File: config.mk
export PLATFORM = sky130hd
export DESIGN_NAME = packed_sample_power_agc
export DESIGN_NICKNAME = d
export VERILOG_FILES = /design/src/psagc_pkg.sv /design/src/psagc_fifo.sv /design/src/psagc_front.sv /design/src/psagc_back.sv /design/src/packed_sample_power_agc.sv
export VERILOG_INCLUDE_DIRS = /design/src /design/src/src
export SDC_FILE = /design/constraint.sdc
export NUM_CORES = 2
export LEC_CHECK = 0
export ABC_AREA = 1
export BUFFER_PORTS_ARGS = -buffer_cell sky130_fd_sc_hd__buf_2
export CORE_UTILIZATION = 45
export DETAILED_ROUTE_END_ITERATION = 10
export SYNTH_ARGS = -nofsm -noshare
export SYNTH_HDL_FRONTEND = slang
export SYNTH_SLANG_ARGS = --single-unit
export TNS_END_PERCENT = 10
File: constraint.sdc
create_clock -name clk -period 8.61 [get_ports clk]
set_input_delay 1.722 -clock clk [delete_from_list [all_inputs] [get_ports clk]]
set_output_delay 1.722 -clock clk [all_outputs]
set_load 0.05 [all_outputs]
File: src/packed_sample_power_agc_assert.svh
// ----------------------------------------------------------------------------
// Assertion macros for the packed sample power AGC
// Shared concurrent assertion forms, clocked on clk and disabled in reset.
// ----------------------------------------------------------------------------
`ifndef PACKED_SAMPLE_POWER_AGC_ASSERT_SVH
`define PACKED_SAMPLE_POWER_AGC_ASSERT_SVH

// Same-cycle implication.
`define PSAGC_ASSERT_NOW(lbl, ante, cons) \
    lbl: assert property (@(posedge clk) disable iff (!rst_n) (ante) |-> (cons)) \
        else $error("psagc assertion failed");

// Next-cycle implication.
`define PSAGC_ASSERT_NEXT(lbl, ante, cons) \
    lbl: assert property (@(posedge clk) disable iff (!rst_n) (ante) |=> (cons)) \
        else $error("psagc assertion failed");

`endif

File: src/psagc_pkg.sv
// ----------------------------------------------------------------------------
// Packed sample power AGC package
// Shared types, constants, sample squaring and gain table lookup.
// ----------------------------------------------------------------------------
`default_nettype none

package psagc_pkg;

    localparam int SAMPLE_W       = 12;
    localparam int SQ_W           = 23;
    localparam int THRESH_W       = 26;
    localparam int CFG_DATA_W     = 26;
    localparam int CFG_INDEX_W    = 2;
    localparam int STEP_W         = 5;
    localparam int CODE_W         = 4;
    localparam int HOLD_W         = 2;
    localparam int ENERGY_SHIFT   = 21;
    localparam int THRESH_FRAC    = 24;
    localparam int GROUP_SAMPLES  = 8;
    localparam int STEP_COUNT     = 22;

    localparam logic [STEP_W-1:0]     STEP_MAX       = 5'd21;
    localparam logic [HOLD_W-1:0]     HOLDOFF_RELOAD = 2'd2;
    localparam logic [THRESH_W-1:0]   LOW_THRESH_RST  = 26'd1678;
    localparam logic [THRESH_W-1:0]   HIGH_THRESH_RST = 26'd1677722;

    typedef enum logic [CFG_INDEX_W-1:0] {
        REG_AGC_ENABLE  = 2'd0,
        REG_LINEARITY   = 2'd1,
        REG_LOW_THRESH  = 2'd2,
        REG_HIGH_THRESH = 2'd3
    } cfg_reg_t;

    typedef enum logic [1:0] {
        ACT_NONE  = 2'd0,
        ACT_RAISE = 2'd1,
        ACT_LOWER = 2'd2,
        ACT_HOLD  = 2'd3
    } action_t;

    typedef struct packed {
        logic [CODE_W-1:0] lna;
        logic [CODE_W-1:0] mixer;
        logic [CODE_W-1:0] vga;
    } gain_codes_t;

    typedef struct packed {
        logic [STEP_W-1:0] gain_step;
        gain_codes_t       codes;
        action_t           action;
        logic              gain_changed;
    } result_t;

    // Tables are indexed by (STEP_MAX - step).
    localparam logic [CODE_W-1:0] LIN_VGA [0:STEP_COUNT-1] = '{
        4'd13, 4'd12, 4'd11, 4'd11, 4'd11, 4'd11, 4'd11, 4'd10, 4'd10, 4'd10, 4'd10,
        4'd10, 4'd10, 4'd10, 4'd10, 4'd10, 4'd9, 4'd8, 4'd7, 4'd6, 4'd5, 4'd4};
    localparam logic [CODE_W-1:0] LIN_MIX [0:STEP_COUNT-1] = '{
        4'd12, 4'd12, 4'd11, 4'd9, 4'd8, 4'd7, 4'd6, 4'd6, 4'd5, 4'd0, 4'd0,
        4'd1, 4'd0, 4'd0, 4'd2, 4'd2, 4'd1, 4'd1, 4'd1, 4'd1, 4'd0, 4'd0};
    localparam logic [CODE_W-1:0] LIN_LNA [0:STEP_COUNT-1] = '{
        4'd14, 4'd14, 4'd14, 4'd13, 4'd12, 4'd10, 4'd9, 4'd9, 4'd8, 4'd9, 4'd8,
        4'd6, 4'd5, 4'd3, 4'd1, 4'd0, 4'd0, 4'd0, 4'd0, 4'd0, 4'd0, 4'd0};
    localparam logic [CODE_W-1:0] SEN_VGA [0:STEP_COUNT-1] = '{
        4'd13, 4'd12, 4'd11, 4'd10, 4'd9, 4'd8, 4'd7, 4'd6, 4'd5, 4'd5, 4'd5,
        4'd5, 4'd5, 4'd4, 4'd4, 4'd4, 4'd4, 4'd4, 4'd4, 4'd4, 4'd4, 4'd4};
    localparam logic [CODE_W-1:0] SEN_MIX [0:STEP_COUNT-1] = '{
        4'd12, 4'd12, 4'd12, 4'd12, 4'd11, 4'd10, 4'd10, 4'd9, 4'd9, 4'd8, 4'd7,
        4'd4, 4'd4, 4'd4, 4'd3, 4'd2, 4'd2, 4'd1, 4'd0, 4'd0, 4'd0, 4'd0};
    localparam logic [CODE_W-1:0] SEN_LNA [0:STEP_COUNT-1] = '{
        4'd14, 4'd14, 4'd14, 4'd14, 4'd14, 4'd14, 4'd14, 4'd14, 4'd14, 4'd13, 4'd12,
        4'd12, 4'd9, 4'd9, 4'd8, 4'd7, 4'd6, 4'd5, 4'd3, 4'd2, 4'd1, 4'd0};

    // Offset-binary sample to two's complement is an inversion of the MSB.
    function automatic logic [SQ_W-1:0] sample_square(input logic [SAMPLE_W-1:0] raw);
        logic signed [SAMPLE_W-1:0]   x;
        logic signed [2*SAMPLE_W-1:0] p;
        x = {~raw[SAMPLE_W-1], raw[SAMPLE_W-2:0]};
        p = x * x;
        return p[SQ_W-1:0];
    endfunction

    function automatic gain_codes_t gain_lookup(input logic [STEP_W-1:0] step,
                                                input logic              lin);
        logic [STEP_W-1:0] tab;
        gain_codes_t       codes;
        tab = STEP_MAX - step;
        if (lin)
        begin
            codes.lna   = LIN_LNA[tab];
            codes.mixer = LIN_MIX[tab];
            codes.vga   = LIN_VGA[tab];
        end
        else
        begin
            codes.lna   = SEN_LNA[tab];
            codes.mixer = SEN_MIX[tab];
            codes.vga   = SEN_VGA[tab];
        end
        return codes;
    endfunction

endpackage

`default_nettype wire

File: src/psagc_fifo.sv
// ----------------------------------------------------------------------------
// Packed sample power AGC queue
// Small first-word-fall-through queue with an occupancy count.
// ----------------------------------------------------------------------------
`default_nettype none

`include "packed_sample_power_agc_assert.svh"

module psagc_fifo import psagc_pkg::*;
#(
    parameter int WIDTH = 8,
    parameter int DEPTH = 4,
    localparam int AW   = $clog2(DEPTH),
    localparam int LW   = $clog2(DEPTH + 1)
)
(
    input  wire logic             clk,
    input  wire logic             rst_n,
    input  wire logic             wr_en,
    input  wire logic [WIDTH-1:0] wr_data,
    input  wire logic             rd_en,
    output logic                  empty,
    output logic      [WIDTH-1:0] rd_data,
    output logic      [LW-1:0]    level
);

    logic [WIDTH-1:0] mem_reg [0:DEPTH-1];
    logic [AW-1:0]    wr_ptr_reg;
    logic [AW-1:0]    wr_ptr_next;
    logic [AW-1:0]    rd_ptr_reg;
    logic [AW-1:0]    rd_ptr_next;
    logic [LW-1:0]    level_reg;
    logic [LW-1:0]    level_next;

    always_comb
    begin
        wr_ptr_next = wr_ptr_reg;
        rd_ptr_next = rd_ptr_reg;
        level_next  = level_reg;
        if (wr_en)
        begin
            wr_ptr_next = (wr_ptr_reg == AW'(DEPTH - 1)) ? '0 : wr_ptr_reg + 1'b1;
        end
        if (rd_en)
        begin
            rd_ptr_next = (rd_ptr_reg == AW'(DEPTH - 1)) ? '0 : rd_ptr_reg + 1'b1;
        end
        if (wr_en && !rd_en)
        begin
            level_next = level_reg + 1'b1;
        end
        else if (!wr_en && rd_en)
        begin
            level_next = level_reg - 1'b1;
        end
    end

    always_ff @(posedge clk or negedge rst_n)
    begin
        if (!rst_n)
        begin
            wr_ptr_reg <= '0;
            rd_ptr_reg <= '0;
            level_reg  <= '0;
        end
        else
        begin
            wr_ptr_reg <= wr_ptr_next;
            rd_ptr_reg <= rd_ptr_next;
            level_reg  <= level_next;
        end
    end

    always_ff @(posedge clk)
    begin
        if (wr_en)
        begin
            mem_reg[wr_ptr_reg] <= wr_data;
        end
    end

    assign empty   = (level_reg == '0);
    assign rd_data = mem_reg[rd_ptr_reg];
    assign level   = level_reg;

    `PSAGC_ASSERT_NOW(a_no_overflow, wr_en && !rd_en, level_reg < LW'(DEPTH))
    `PSAGC_ASSERT_NOW(a_no_underflow, rd_en, level_reg != '0)
    `PSAGC_ASSERT_NOW(a_level_bound, 1'b1, level_reg <= LW'(DEPTH))

endmodule

`default_nettype wire

File: src/psagc_front.sv
// ----------------------------------------------------------------------------
// Packed sample power AGC front end
// Unpacks 12-bit samples, squares them and accumulates transfer energy.
// ----------------------------------------------------------------------------
`default_nettype none

`include "packed_sample_power_agc_assert.svh"

module psagc_front import psagc_pkg::*;
#(
    parameter int MAX_SAMPLES = 1048576,
    parameter int Q_DEPTH     = 4,
    localparam int CNT_W      = $clog2(MAX_SAMPLES + 1),
    localparam int ENERGY_W   = CNT_W + SQ_W - 1,
    localparam int LVL_W      = $clog2(Q_DEPTH + 1)
)
(
    input  wire logic                clk,
    input  wire logic                rst_n,
    input  wire logic                push,
    output logic                     full,
    input  wire logic [31:0]         packed_word,
    input  wire logic                last_word,
    input  wire logic [LVL_W-1:0]    q_level,
    output logic                     req_push,
    output logic      [ENERGY_W-1:0] req_energy,
    output logic      [CNT_W-1:0]    req_count
);

    localparam int SUM3_W = SQ_W + 1;
    localparam int GRP_W  = SQ_W + 3;

    typedef enum logic [2:0] {
        PH_0 = 3'b001,
        PH_1 = 3'b010,
        PH_2 = 3'b100
    } phase_t;

    phase_t              phase_reg;
    phase_t              phase_next;
    logic [7:0]          partial_reg;
    logic [7:0]          partial_next;
    logic                accept;
    logic [SAMPLE_W-1:0] smp0;
    logic [SAMPLE_W-1:0] smp1;
    logic [SAMPLE_W-1:0] smp2;
    logic                use2;
    logic                grp_end;
    logic [SUM3_W-1:0]   sum3;

    logic                s1_valid_reg;
    logic [SUM3_W-1:0]   s1_sum_reg;
    logic                s1_end_reg;
    logic                s1_last_reg;

    logic [GRP_W-1:0]    group_reg;
    logic [GRP_W-1:0]    group_next;
    logic [ENERGY_W-1:0] energy_reg;
    logic [ENERGY_W-1:0] energy_next;
    logic [CNT_W-1:0]    count_reg;
    logic [CNT_W-1:0]    count_next;
    logic [GRP_W-1:0]    group_sum;
    logic                commit_ok;
    logic [LVL_W:0]      pending;

    // A last word in the square stage already owns a queue slot.
    assign pending = {1'b0, q_level} + (LVL_W + 1)'(s1_valid_reg & s1_last_reg);
    assign full    = (pending >= (LVL_W + 1)'(Q_DEPTH));
    assign accept  = push && !full;

    always_comb
    begin
        smp0         = '0;
        smp1         = '0;
        smp2         = '0;
        use2         = 1'b0;
        grp_end      = 1'b0;
        phase_next   = phase_reg;
        partial_next = partial_reg;
        unique case (phase_reg)
            PH_0:
            begin
                smp0         = packed_word[31:20];
                smp1         = packed_word[19:8];
                partial_next = packed_word[7:0];
                phase_next   = PH_1;
            end
            PH_1:
            begin
                smp0         = {partial_reg, packed_word[31:28]};
                smp1         = packed_word[27:16];
                smp2         = packed_word[15:4];
                use2         = 1'b1;
                partial_next = {4'b0000, packed_word[3:0]};
                phase_next   = PH_2;
            end
            PH_2:
            begin
                smp0         = {partial_reg[3:0], packed_word[31:24]};
                smp1         = packed_word[23:12];
                smp2         = packed_word[11:0];
                use2         = 1'b1;
                grp_end      = 1'b1;
                partial_next = '0;
                phase_next   = PH_0;
            end
            default:
            begin
                phase_next   = PH_0;
            end
        endcase
        if (last_word)
        begin
            partial_next = '0;
            phase_next   = PH_0;
        end
    end

    assign sum3 = SUM3_W'(sample_square(smp0)) + SUM3_W'(sample_square(smp1))
                + (use2 ? SUM3_W'(sample_square(smp2)) : '0);

    always_ff @(posedge clk or negedge rst_n)
    begin
        if (!rst_n)
        begin
            phase_reg    <= PH_0;
            partial_reg  <= '0;
            s1_valid_reg <= 1'b0;
            s1_end_reg   <= 1'b0;
            s1_last_reg  <= 1'b0;
        end
        else
        begin
            s1_valid_reg <= accept;
            if (accept)
            begin
                phase_reg   <= phase_next;
                partial_reg <= partial_next;
                s1_end_reg  <= grp_end;
                s1_last_reg <= last_word;
            end
        end
    end

    always_ff @(posedge clk)
    begin
        if (accept)
        begin
            s1_sum_reg <= sum3;
        end
    end

    assign group_sum = group_reg + GRP_W'(s1_sum_reg);
    assign commit_ok = ({1'b0, count_reg} + (CNT_W + 1)'(GROUP_SAMPLES))
                       <= (CNT_W + 1)'(MAX_SAMPLES);

    always_comb
    begin
        group_next  = group_reg;
        energy_next = energy_reg;
        count_next  = count_reg;
        if (s1_valid_reg)
        begin
            if (s1_end_reg)
            begin
                group_next = '0;
                if (commit_ok)
                begin
                    energy_next = energy_reg + ENERGY_W'(group_sum);
                    count_next  = count_reg + CNT_W'(GROUP_SAMPLES);
                end
            end
            else
            begin
                group_next = group_sum;
            end
        end
    end

    assign req_push   = s1_valid_reg && s1_last_reg;
    assign req_energy = energy_next;
    assign req_count  = count_next;

    // Partial groups are dropped and the totals clear after every transfer.
    always_ff @(posedge clk or negedge rst_n)
    begin
        if (!rst_n)
        begin
            group_reg  <= '0;
            energy_reg <= '0;
            count_reg  <= '0;
        end
        else if (req_push)
        begin
            group_reg  <= '0;
            energy_reg <= '0;
            count_reg  <= '0;
        end
        else
        begin
            group_reg  <= group_next;
            energy_reg <= energy_next;
            count_reg  <= count_next;
        end
    end

    `PSAGC_ASSERT_NEXT(a_last_resets_phase, accept && last_word, phase_reg == PH_0)
    `PSAGC_ASSERT_NEXT(a_last_clears_totals, req_push,
        group_reg == '0 && energy_reg == '0 && count_reg == '0)
    `PSAGC_ASSERT_NOW(a_count_bound, 1'b1, count_reg <= CNT_W'(MAX_SAMPLES))

endmodule

`default_nettype wire

File: src/psagc_back.sv
// ----------------------------------------------------------------------------
// Packed sample power AGC back end
// Threshold compare, gain step decision, holdoff and gain table lookup.
// ----------------------------------------------------------------------------
`default_nettype none

`include "packed_sample_power_agc_assert.svh"

module psagc_back import psagc_pkg::*;
#(
    parameter int MAX_SAMPLES = 1048576,
    parameter int RES_DEPTH   = 2,
    localparam int CNT_W      = $clog2(MAX_SAMPLES + 1),
    localparam int ENERGY_W   = CNT_W + SQ_W - 1,
    localparam int RLVL_W     = $clog2(RES_DEPTH + 1)
)
(
    input  wire logic                   clk,
    input  wire logic                   rst_n,
    input  wire logic                   cfg_valid,
    output logic                        cfg_ready,
    input  wire logic [CFG_INDEX_W-1:0] cfg_index,
    input  wire logic [CFG_DATA_W-1:0]  cfg_data,
    input  wire logic                   req_empty,
    input  wire logic [ENERGY_W-1:0]    req_energy,
    input  wire logic [CNT_W-1:0]       req_count,
    output logic                        req_pop,
    input  wire logic [RLVL_W-1:0]      res_level,
    output logic                        res_push,
    output result_t                     res_data
);

    localparam int PROD_W = THRESH_W + CNT_W;

    logic                agc_enable_reg;
    logic                linearity_reg;
    logic [THRESH_W-1:0] low_thresh_reg;
    logic [THRESH_W-1:0] high_thresh_reg;

    logic                b1_valid_reg;
    logic [PROD_W-1:0]   b1_lhs_reg;
    logic [PROD_W-1:0]   b1_plo_reg;
    logic [PROD_W-1:0]   b1_phi_reg;
    logic                b1_nz_reg;

    logic [STEP_W-1:0]   step_reg;
    logic [STEP_W-1:0]   step_next;
    logic [HOLD_W-1:0]   hold_reg;
    logic [HOLD_W-1:0]   hold_next;
    action_t             act;
    logic                below;
    logic                above;
    logic [RLVL_W:0]     res_pending;

    assign cfg_ready = 1'b1;

    always_ff @(posedge clk or negedge rst_n)
    begin
        if (!rst_n)
        begin
            agc_enable_reg  <= 1'b1;
            linearity_reg   <= 1'b0;
            low_thresh_reg  <= LOW_THRESH_RST;
            high_thresh_reg <= HIGH_THRESH_RST;
        end
        else if (cfg_valid)
        begin
            unique case (cfg_reg_t'(cfg_index))
                REG_AGC_ENABLE:  agc_enable_reg  <= cfg_data[0];
                REG_LINEARITY:   linearity_reg   <= cfg_data[0];
                REG_LOW_THRESH:  low_thresh_reg  <= cfg_data[THRESH_W-1:0];
                REG_HIGH_THRESH: high_thresh_reg <= cfg_data[THRESH_W-1:0];
                default:         agc_enable_reg  <= agc_enable_reg;
            endcase
        end
    end

    // The compare stage always delivers into the result queue, so a request is
    // taken only when the queue has room for it and for the one in flight.
    assign res_pending = {1'b0, res_level} + (RLVL_W + 1)'(b1_valid_reg);
    assign req_pop     = !req_empty && (res_pending < (RLVL_W + 1)'(RES_DEPTH));

    always_ff @(posedge clk or negedge rst_n)
    begin
        if (!rst_n)
        begin
            b1_valid_reg <= 1'b0;
        end
        else
        begin
            b1_valid_reg <= req_pop;
        end
    end

    // Mean power compare without a divide: (E >> 21) << 24 against thr * n.
    always_ff @(posedge clk)
    begin
        if (req_pop)
        begin
            b1_lhs_reg <= PROD_W'({req_energy[ENERGY_W-1:ENERGY_SHIFT],
                                   {THRESH_FRAC{1'b0}}});
            b1_plo_reg <= PROD_W'(low_thresh_reg) * PROD_W'(req_count);
            b1_phi_reg <= PROD_W'(high_thresh_reg) * PROD_W'(req_count);
            b1_nz_reg  <= (req_count != '0);
        end
    end

    assign below = b1_nz_reg && (b1_lhs_reg < b1_plo_reg);
    assign above = b1_nz_reg && (b1_lhs_reg > b1_phi_reg);

    always_comb
    begin
        step_next = step_reg;
        hold_next = hold_reg;
        act       = ACT_NONE;
        if (agc_enable_reg)
        begin
            priority if (below && hold_reg == '0)
            begin
                if (step_reg < STEP_MAX)
                begin
                    step_next = step_reg + 1'b1;
                end
                hold_next = HOLDOFF_RELOAD;
                act       = ACT_RAISE;
            end
            else if (above && hold_reg == '0)
            begin
                if (step_reg != '0)
                begin
                    step_next = step_reg - 1'b1;
                end
                hold_next = HOLDOFF_RELOAD;
                act       = ACT_LOWER;
            end
            else if (hold_reg != '0)
            begin
                hold_next = hold_reg - 1'b1;
                act       = ACT_HOLD;
            end
            else
            begin
                act       = ACT_NONE;
            end
        end
    end

    always_ff @(posedge clk or negedge rst_n)
    begin
        if (!rst_n)
        begin
            step_reg <= STEP_MAX;
            hold_reg <= '0;
        end
        else if (b1_valid_reg)
        begin
            step_reg <= step_next;
            hold_reg <= hold_next;
        end
    end

    assign res_push               = b1_valid_reg;
    assign res_data.gain_step     = step_next;
    assign res_data.codes         = gain_lookup(step_next, linearity_reg);
    assign res_data.action        = act;
    assign res_data.gain_changed  = (step_next != step_reg);

    `PSAGC_ASSERT_NOW(a_step_bound, 1'b1, step_reg <= STEP_MAX)
    `PSAGC_ASSERT_NOW(a_hold_bound, 1'b1, hold_reg <= HOLDOFF_RELOAD)
    `PSAGC_ASSERT_NOW(a_change_needs_move, res_push && res_data.gain_changed,
        res_data.action == ACT_RAISE || res_data.action == ACT_LOWER)
    `PSAGC_ASSERT_NEXT(a_hold_reload, res_push && res_data.action == ACT_RAISE,
        hold_reg == HOLDOFF_RELOAD)

endmodule

`default_nettype wire

File: src/packed_sample_power_agc.sv
// ----------------------------------------------------------------------------
// Packed sample power AGC
// Block power detector over packed 12-bit samples with stepped gain control.
// ----------------------------------------------------------------------------
// Input queue side: a transaction moves one 32-bit word (three words carry
// eight samples) when push is high and full is low; last_word ends a transfer.
// One word is taken every cycle while full is low; full rises only when the
// decision queue between the accumulator and the gain logic is out of room.
// Result queue side: a transfer's result waits on the ports while empty is
// low and leaves on a cycle with pop high. Each transfer gives one result.
// Empty falls after the last word passes, in order: it is squared at the edge
// that takes it, the accumulate stage writes the decision queue, the multiply
// stage registers the products, and the decision and table lookup write the
// result queue. Decisions run at one per cycle while it has room.
// When the receiver stalls, results collect in a three-entry result queue,
// then in a four-entry decision queue, after which full holds off new words.
// Configuration: a transaction on cfg_valid/cfg_ready writes register
// cfg_index; cfg_ready is always high. Write it only while the block is idle.
// Reset leaves gain step 21, no holdoff, gain control on, sensitivity tables
// and default thresholds; the sample accumulators and both queues are empty.
// ----------------------------------------------------------------------------
`default_nettype none

module packed_sample_power_agc import psagc_pkg::*;
#(
    parameter int MAX_TRANSFER_SAMPLES = 1048576
)
(
    input  wire logic                   clk,
    input  wire logic                   rst_n,
    input  wire logic                   push,
    output logic                        full,
    input  wire logic [31:0]            packed_word,
    input  wire logic                   last_word,
    output logic                        empty,
    input  wire logic                   pop,
    output logic [STEP_W-1:0]           gain_step,
    output logic [CODE_W-1:0]           lna_code,
    output logic [CODE_W-1:0]           mixer_code,
    output logic [CODE_W-1:0]           vga_code,
    output logic [1:0]                  action,
    output logic                        gain_changed,
    input  wire logic                   cfg_valid,
    output logic                        cfg_ready,
    input  wire logic [CFG_INDEX_W-1:0] cfg_index,
    input  wire logic [CFG_DATA_W-1:0]  cfg_data
);

    localparam int CNT_W     = $clog2(MAX_TRANSFER_SAMPLES + 1);
    localparam int ENERGY_W  = CNT_W + SQ_W - 1;
    localparam int REQ_W     = ENERGY_W + CNT_W;
    localparam int Q_DEPTH   = 4;
    localparam int RES_DEPTH = 3;
    localparam int LVL_W     = $clog2(Q_DEPTH + 1);
    localparam int RLVL_W    = $clog2(RES_DEPTH + 1);
    localparam int RES_W     = $bits(result_t);

    logic                req_push;
    logic [ENERGY_W-1:0] front_energy;
    logic [CNT_W-1:0]    front_count;
    logic                req_empty;
    logic                req_pop;
    logic [REQ_W-1:0]    req_data;
    logic [LVL_W-1:0]    q_level;
    logic                res_push;
    result_t             res_in;
    result_t             res_out;
    logic [RLVL_W-1:0]   res_level;

    psagc_front #(
        .MAX_SAMPLES (MAX_TRANSFER_SAMPLES),
        .Q_DEPTH     (Q_DEPTH)
    ) u_front (
        .clk         (clk),
        .rst_n       (rst_n),
        .push        (push),
        .full        (full),
        .packed_word (packed_word),
        .last_word   (last_word),
        .q_level     (q_level),
        .req_push    (req_push),
        .req_energy  (front_energy),
        .req_count   (front_count)
    );

    psagc_fifo #(
        .WIDTH (REQ_W),
        .DEPTH (Q_DEPTH)
    ) u_req_q (
        .clk     (clk),
        .rst_n   (rst_n),
        .wr_en   (req_push),
        .wr_data ({front_energy, front_count}),
        .rd_en   (req_pop),
        .empty   (req_empty),
        .rd_data (req_data),
        .level   (q_level)
    );

    psagc_back #(
        .MAX_SAMPLES (MAX_TRANSFER_SAMPLES),
        .RES_DEPTH   (RES_DEPTH)
    ) u_back (
        .clk        (clk),
        .rst_n      (rst_n),
        .cfg_valid  (cfg_valid),
        .cfg_ready  (cfg_ready),
        .cfg_index  (cfg_index),
        .cfg_data   (cfg_data),
        .req_empty  (req_empty),
        .req_energy (req_data[REQ_W-1:CNT_W]),
        .req_count  (req_data[CNT_W-1:0]),
        .req_pop    (req_pop),
        .res_level  (res_level),
        .res_push   (res_push),
        .res_data   (res_in)
    );

    psagc_fifo #(
        .WIDTH (RES_W),
        .DEPTH (RES_DEPTH)
    ) u_res_q (
        .clk     (clk),
        .rst_n   (rst_n),
        .wr_en   (res_push),
        .wr_data (res_in),
        .rd_en   (pop && !empty),
        .empty   (empty),
        .rd_data (res_out),
        .level   (res_level)
    );

    assign gain_step    = res_out.gain_step;
    assign lna_code     = res_out.codes.lna;
    assign mixer_code   = res_out.codes.mixer;
    assign vga_code     = res_out.codes.vga;
    assign action       = res_out.action;
    assign gain_changed = res_out.gain_changed;

endmodule

`default_nettype wire
### Word-level counts from Yosys, hierarchy flattened

Memory sizes are Yosys's and may differ from the RTL's.
Index checks and enable logic that the tools add are counted.

| word-level totals | value |
|---|---|
| bits in registers | 320 |
| RAM bits | 316 |
| bits in read-only memories | 768 |
| input port bits | 66 |
| output and inout bits | 23 |
| logic and storage cells | 178 |
| memories | 8 |

| operators by class | value |
|---|---|
| add/sub/neg operators | 20 |
| multiply operators | 5 |
| magnitude comparators | 7 |
| equal/unequal tests | 11 |
| multiplexer cells | 58 |
| bitwise logic cells | 5 |
| reduce and logical (&&, ||, !) cells | 38 |

Memories:

| memory | words | bits a word | rd ports | clocked after memory_dff | write ports | RTL line | text |
|---|---|---|---|---|---|---|---|
| u_req_q.mem_reg | 4 | 64 | 1 | 0 | 1 | psagc_fifo.sv:27 | `logic [WIDTH-1:0] mem_reg [0:DEPTH-1];` |
| (no name shown) | 32 | 4 | 1 | 0 | 0 | psagc_pkg.sv:92 | `codes.vga = LIN_VGA[tab];` |
| (no name shown) | 32 | 4 | 1 | 0 | 0 | psagc_pkg.sv:96 | `codes.lna = SEN_LNA[tab];` |
| (no name shown) | 32 | 4 | 1 | 0 | 0 | psagc_pkg.sv:97 | `codes.mixer = SEN_MIX[tab];` |
| (no name shown) | 32 | 4 | 1 | 0 | 0 | psagc_pkg.sv:98 | `codes.vga = SEN_VGA[tab];` |
| (no name shown) | 32 | 4 | 1 | 0 | 0 | psagc_pkg.sv:91 | `codes.mixer = LIN_MIX[tab];` |
| +2 memories | n/a | n/a | n/a | n/a | n/a | n/a |  |

Operator list:

| cell | number |
|---|---|
| 43-bit two-way mux | 4 |
| 26-bit by 21-bit multiplier with 47-bit output | 2 |
| 21-bit two-way mux | 4 |
| 26-bit two-way mux | 3 |
| 12-bit case mux with 3 select lines | 2 |
| 12-bit by 12-bit multiplier with 23-bit output | 3 |
| 4-bit two-way mux | 12 |
| 46-bit by 47-bit > comparator with 1-bit output | 1 |
| 46-bit by 47-bit less-than comparator with 1-bit output | 1 |
| 43-bit by 26-bit adder with 43-bit output | 1 |
| 26-bit by 24-bit adder with 26-bit output | 1 |
| 2-bit two-way mux | 13 |
| 5-bit two-way mux | 5 |
| 23-bit by 23-bit adder with 24-bit output | 1 |
| 24-bit adder | 1 |
| 12-bit case mux with 2 select lines | 1 |
| 8-bit case mux with 3 select lines | 1 |
| 23-bit two-way mux | 1 |
| 21-bit by 4-bit adder with 22-bit output (second input constant) | 1 |
| 22-bit by 21-bit less-or-equal comparator with 1-bit output (second input constant) | 1 |
| 21-bit by 4-bit adder with 21-bit output (second input constant) | 1 |
| 21-bit nonzero test | 1 |
| 2-bit equality test (second input constant) | 6 |
| 1-bit logical AND | 12 |
| other kinds (36) | 65 |

### Longest topological paths before layout

| logic depth | value |
|---|---|
| word-level depth | 12 |
| mapped depth | 41 |
| mapped depth without buffers | 39 |

### Modules after synthesis

From an unflattened synthesis, not the netlist that was laid out.

| unflattened totals | value |
|---|---|
| cell total of the unflattened synthesis | 9930 |
| area total of the unflattened synthesis | 83299.9 um2 |

Modules (own cells, without submodules):

| module | instances | cells each | area an instance (um2) | seq. area each (um2) |
|---|---|---|---|---|
| psagc_back | 1 | 5722 | 45387.3 | 5091.1 |
| psagc_front | 1 | 3224 | 24843.8 | 3249.4 |
| psagc_fifo at u_req_q | 1 | 798 | 10597.7 | 7862.5 |
| psagc_fifo at u_res_q | 1 | 184 | 2461.1 | 1951.9 |
| packed_sample_power_agc | 1 | 2 | 10.0 | 0.0 |

### Worst setup path before layout

Ideal clock, no wire load.

| timing path | value |
|---|---|
| path type | input-to-reg |
| start | input port packed_word[19] |
| end | register u_front.s1_sum_reg[23], data pin |
| library setup time | 0.258 ns |
| data arrival time | 8.253 ns |
| required time | 8.352 ns |
| setup slack | 0.100 ns |
| stages | 35 |
| path buffers | 0 |
| cell sequence | inv_1 -> nor2_1 -> a221oi_1 -> clkinv_1 -> nor2_1 -> inv_1 -> fa_1 -> inv_1 -> ha_1 -> inv_1 -> fa_1 -> inv_1 -> fa_1 -> inv_1 -> fa_1 -> inv_1 -> ha_1 -> inv_1 -> nor3_1 -> nand3_1 -> o2111ai_1 -> nand3_1 -> nand2_1 -> a21oi_1 -> nor2_1 -> nor2_1 -> xnor2_1 -> fa_1 -> inv_1 -> ha_1 -> nand2_1 -> nor4_1 -> o21ai_0 -> nand3_1 -> xnor2_1 |

| between the ends | value |
|---|---|
| longest elaborated chain between the ends | 5 |

Ends and longest elaborated chain:

| what | RTL line | text |
|---|---|---|
| start, declared | packed_sample_power_agc.sv:33 | `input wire logic [31:0] packed_word,` |
| 12-bit case mux with 3 select lines * | psagc_front.sv:80 | `unique case (phase_reg)` |
| 1-bit NOT | psagc_pkg.sv:78 | `x = {~raw[SAMPLE_W-1], raw[SAMPLE_W-2:0]};` |
| 12-bit by 12-bit multiplier with 23-bit output * | psagc_pkg.sv:79 | `p = x * x;` |
| 23-bit by 23-bit adder with 24-bit output * | psagc_front.sv:119 | `assign sum3 = SUM3_W'(sample_square(smp0)) + SUM3_W'(sample_square(smp1))` |
| 24-bit adder * | psagc_front.sv:120 | `+ (use2 ? SUM3_W'(sample_square(smp2)) : '0);` |
| via u_front.sum3[23] | psagc_front.sv:49 | `logic [SUM3_W-1:0] sum3;` |
| end signal, assigned | psagc_front.sv:149 | `s1_sum_reg <= sum3;` |
| end, declared | psagc_front.sv:52 | `logic [SUM3_W-1:0] s1_sum_reg;` |

The timed path passes the listed nets; every way through them passes the cells marked *.
A chain may end at the register's enable or synchronous reset.

### Final worst setup path

| timing path | value |
|---|---|
| start | register u_req_q.rd_ptr_reg[0] |
| end | register u_back.b1_plo_reg[44], data pin |

| between the ends | value |
|---|---|
| longest elaborated chain between the ends | 2 |

Ends and longest elaborated chain:

| what | RTL line | text |
|---|---|---|
| start, declared | psagc_fifo.sv:30 | `logic [AW-1:0] rd_ptr_reg;` |
| start signal, assigned | psagc_fifo.sv:69 | `rd_ptr_reg <= rd_ptr_next;` |
| memory read 4 x 64 bit | n/a |  |
| 26-bit by 21-bit multiplier with 47-bit output | psagc_back.sv:102 | `b1_plo_reg <= PROD_W'(low_thresh_reg) * PROD_W'(req_count);` |
| end signal, assigned | psagc_back.sv:102 |  |
| end, declared | psagc_back.sv:42 | `logic [PROD_W-1:0] b1_plo_reg;` |

No other way between the ends.

==> tab_implementation.tex <==
\begin{tabular}{lr}
\hline
Metric & Value \\
\hline
\multicolumn{2}{l}{\textbf{Yosys}} \\
Most area-consuming cells after synthesis & sky130\_fd\_sc\_hd\_\_fa\_1 (34\%), sky130\_fd\_sc\_hd\_\_edfxtp\_1 (14\%), sky130\_fd\_sc\_hd\_\_ha\_1 (10\%), sky130\_fd\_sc\_hd\_\_inv\_1 (10\%), sky130\_fd\_sc\_hd\_\_nand2\_1 (8.6\%) \\
Total standard cell area after synthesis & $\sim$0.075 mm\^{}2 \\
Proportion of synthesized flip-flops having asynchronous set or reset & between 30\% and 40\% \\
Synth cell types & 58 \\
Cell taking the most area after synthesis & sky130\_fd\_sc\_hd\_\_fa\_1 \\
Mapped Cells & 8542 \\
Proportion of synthesized chip area in sequential cells & around a fifth \\
Synth warnings & 0 \\
Top FF cell, synth & sky130\_fd\_sc\_hd\_\_edfxtp\_1 \\
Flip-flop and latch count after synthesis & approximately 540 \\
Average cell area after synthesis & about 9 um\^{}2 \\
Count of flip-flops with a built-in enable after synthesis & between 300 and 400 \\
Synth top area share & roughly 34\% \\
\multicolumn{2}{l}{\textbf{Layout}} \\
Most used cells in the layout excluding fill and tap cells & sky130\_fd\_sc\_hd\_\_inv\_1 (1983), sky130\_fd\_sc\_hd\_\_nand2\_1 (1717), sky130\_fd\_sc\_hd\_\_fa\_1 (1286) \\
Flip-flop count of the largest register, all copies and words added & between 150 and 200 \\
Final-stage net count & 11000 \\
Most common cell after layout, fill and taps aside & sky130\_fd\_sc\_hd\_\_inv\_1 \\
Layout cells sized above 1 & under 10\% \\
Area added between synthesis and finish & 12.0\% \\
\multicolumn{2}{l}{\textbf{Clock tree}} \\
Clock slew at reported path FFs & about 0.06 ns \\
Deepest level of the CTS H-tree & 3 \\
CTS tree & yes \\
Clk sink count & between 500 and 600 \\
Worst skew pair latency & just under 0.7 ns \\
Hold-fix buffer count after cts & 0 \\
Number of buffers inserted during clock tree synthesis & between 60 and 70 \\
Maximum count of clock buffers along a single path & 3 \\
Root buffer cell & sky130\_fd\_sc\_hd\_\_clkbuf\_16 \\
\multicolumn{2}{l}{\textbf{Run status}} \\
Violations in the final reports & design-rule violations \\
Result of the run & finished with violations \\
\multicolumn{2}{l}{\textbf{STA}} \\
Fmax achieved & about 120 MHz \\
Final setup TNS & 0 ns \\
Pins over their slew limit & 0 \\
Final setup slack of the worst path & 0.332 ns \\
Unrepaired setup endpoints after global routing & true \\
Remaining max-slew budget at the tightest pin & 30.7\% \\
Final Cycle Share & between 90\% and 100\% \\
Final number of hold-violating endpoints & 0 \\
Setup skew after layout & 0.0547 ns \\
Final setup fails & 0 \\
Actual transition at the worst max-transition pin & slightly above 1 ns \\
Min cycle time layout & $\sim$8.3 ns \\
\multicolumn{2}{l}{\textbf{Run}} \\
Max Cap Viol & 0 \\
\multicolumn{2}{l}{\textbf{Floorplanning}} \\
Starting density of the core & between 40\% and 50\% \\
Die Outline Area & roughly 0.17 mm\^{}2 \\
Number of rows in the core area & $\sim$150 \\
Die width & between 400 and 500 um \\
Die extent in y & roughly 410 um \\
Standard cell core area & 0.165 mm\^{}2 \\
Number of primary I/O pins & a little under 90 \\
\multicolumn{2}{l}{\textbf{Setup path}} \\
R2R cell count & 27 \\
Largest fanout on the critical path & a little under 50 \\
CP startpoint kind & flip-flop \\
Crit-path most repeated cell & sky130\_fd\_sc\_hd\_\_fa\_1 \\
Worst r2r dst & u\_back.b1\_plo\_reg[44] \\
Data required time at the worst endpoint & between 9 and 10 ns \\
Crit. End Element & flip-flop \\
Slowest cell on crit path & sky130\_fd\_sc\_hd\_\_a2111oi\_1 \\
Depth of the critical timing path with buffers and inverters included & 27 \\
Register-to-register setup slack & between 0.3 and 0.4 ns \\
Gate family responsible for the most delay along the worst path & adder cells \\
CP arrival & 8.70 ns \\
Classification of the worst setup path & flip-flop to flip-flop \\
Reg-to-reg startpoint & u\_req\_q.rd\_ptr\_reg[0] \\
Crit path largest cell delay & roughly 0.60 ns \\
Combined buffer and inverter count along the critical path & 6 \\
\multicolumn{2}{l}{\textbf{Global route}} \\
Global-route wire length before repair & between 300000 and 400000 um \\
Maximum number of pins on one net before global-route repair & $\sim$110 \\
Via count of the first global-routing pass & between 60000 and 70000 \\
Total routing resource utilization after global routing & 25.5\% \\
Antenna violations before repair & 1 \\
Overflow left after global routing & 0 \\
\multicolumn{2}{l}{\textbf{Placement}} \\
Routability congestion estimate from global placement & $\sim$0.94 \\
Count of port buffers added during placement & 87 \\
Worst setup slack before clock tree synthesis & -0.536 ns \\
Post-detailed-placement half-perimeter wirelength & 170000 um \\
\multicolumn{2}{l}{\textbf{Routing}} \\
Antenna violation net count after detailed routing & 0 \\
Aggregate routed wire length & about 210000 um \\
Vias per cell & 5.06 \\
Detailed-router iteration count before antenna repair & 9 \\
DRT iter0 DRCs & 3582 \\
Number of vias in the routed layout & approximately 57000 \\
Routed wirelength normalized by instance count & around 18 um \\
Post-route DRC & 22 \\
\multicolumn{2}{l}{\textbf{Hold path}} \\
Hold Path Origin & u\_front.group\_reg[23] \\
Min-delay worst type & flip-flop to flip-flop \\
Terminating pin of the worst hold path & u\_front.group\_reg[23] \\
Depth of the worst hold-timing path & 2 \\
\hline
\end{tabular}
==> metal layers <==
layer	global-route usage (%)	vias up	share of wire [%]
li1	-	26700	-
met1	33.5	28400	42
met2	43.1	1612	48
met3	3.08	387	5.4
met4	9.81	0	4.4
met5	0	-	0
==> logic make-up after synthesis <==
family | after synthesis | share of synthesized area [%]
xor gates and xnor gates | 224 | 2.62
AOI/OAI and AO/OA | 853 | 6.40
adders and majority gates | 1891 | 44.4
other | 2 | 0.0100
buffers and inverters | 2306 | 11.7
DFF | 537 | 20.4
muxes | 2 | 0.0300
and+or+nand+nor | 2727 | 14.5
==> cell type report <==
| cell class | count | area [um^2] |
|---|---|---|
| Multi-Input combinational cell | 5854 | 51700 |
| Timing Repair Buffer | 574 | 4370 |
| Clock inverter | 39 | 464 |
| Clock buffer | 87 | 1810 |
| Antenna cell | 1 | 2.50 |
| Inverter | 2015 | 7590 |
| Fill cell | 15600 | 81200 |
| Sequential cell | 537 | 15300 |
| Tap cell | 2189 | 2740 |
==> worst max-delay path by stage <==
| stage | startpoint | slack [ns] | endpoint |
|---|---|---|---|
| final | u_req_q.rd_ptr_reg[0] | 0.33 | u_back.b1_plo_reg[44] |
| after detailed placement | packed_word[31] | -0.54 | u_front.s1_sum_reg[23] |
| after CTS | u_req_q.rd_ptr_reg[0] | 0.1 | u_back.b1_plo_reg[44] |
| after global routing | u_req_q.rd_ptr_reg[0] | -0.05 | u_back.b1_phi_reg[42] |
| after global placement | packed_word[22] | -0.45 | u_front.s1_sum_reg[22] |
| after floorplan | packed_word[19] | 0.1 | u_front.s1_sum_reg[23] |
==> tightest hold or removal path: stages (launching register included) <==
cell                      delay, ns
sky130_fd_sc_hd__dfrtp_1       0.35
sky130_fd_sc_hd__nand2_1       0.06
sky130_fd_sc_hd__nand2_1       0.06
==> cells in the mapped netlist (58+ instances only) <==
cell type                     n
sky130_fd_sc_hd__buf_1       58
sky130_fd_sc_hd__xor2_1     134
sky130_fd_sc_hd__nand3_1    189
sky130_fd_sc_hd__clkbuf_1   213
sky130_fd_sc_hd__xnor2_1     90
sky130_fd_sc_hd__a21oi_1    317
sky130_fd_sc_hd__nor2_1     668
sky130_fd_sc_hd__ha_1       605
sky130_fd_sc_hd__o21ai_0    295
sky130_fd_sc_hd__nand2_1   1720
sky130_fd_sc_hd__fa_1      1286
sky130_fd_sc_hd__dfrtp_1    154
sky130_fd_sc_hd__edfxtp_1   361
sky130_fd_sc_hd__inv_1     1994
==> timing repair <==
item                       in CTS  in global routing
setup endpoints to repair       3                 29
buffers inserted                0                  2
resized for setup               2                 44
pin swaps                       0                  0
==> through the flow <==
step	cell area, um^2	instances	util [%]	hold WS, ns
detailed placement	81500	11200	49.4	0.481
global placement	81500	11200	49.4	0.469
global route	84000	11300	50.8	0.530
finish	84000	11300	50.8	0.498
CTS	83800	11300	50.8	0.497
floorplan	75600	8697	-	0.456
Power is left out: the tool's default activity adds up to more than one toggle a clock period on the data nets, which glitch-free logic cannot reach.
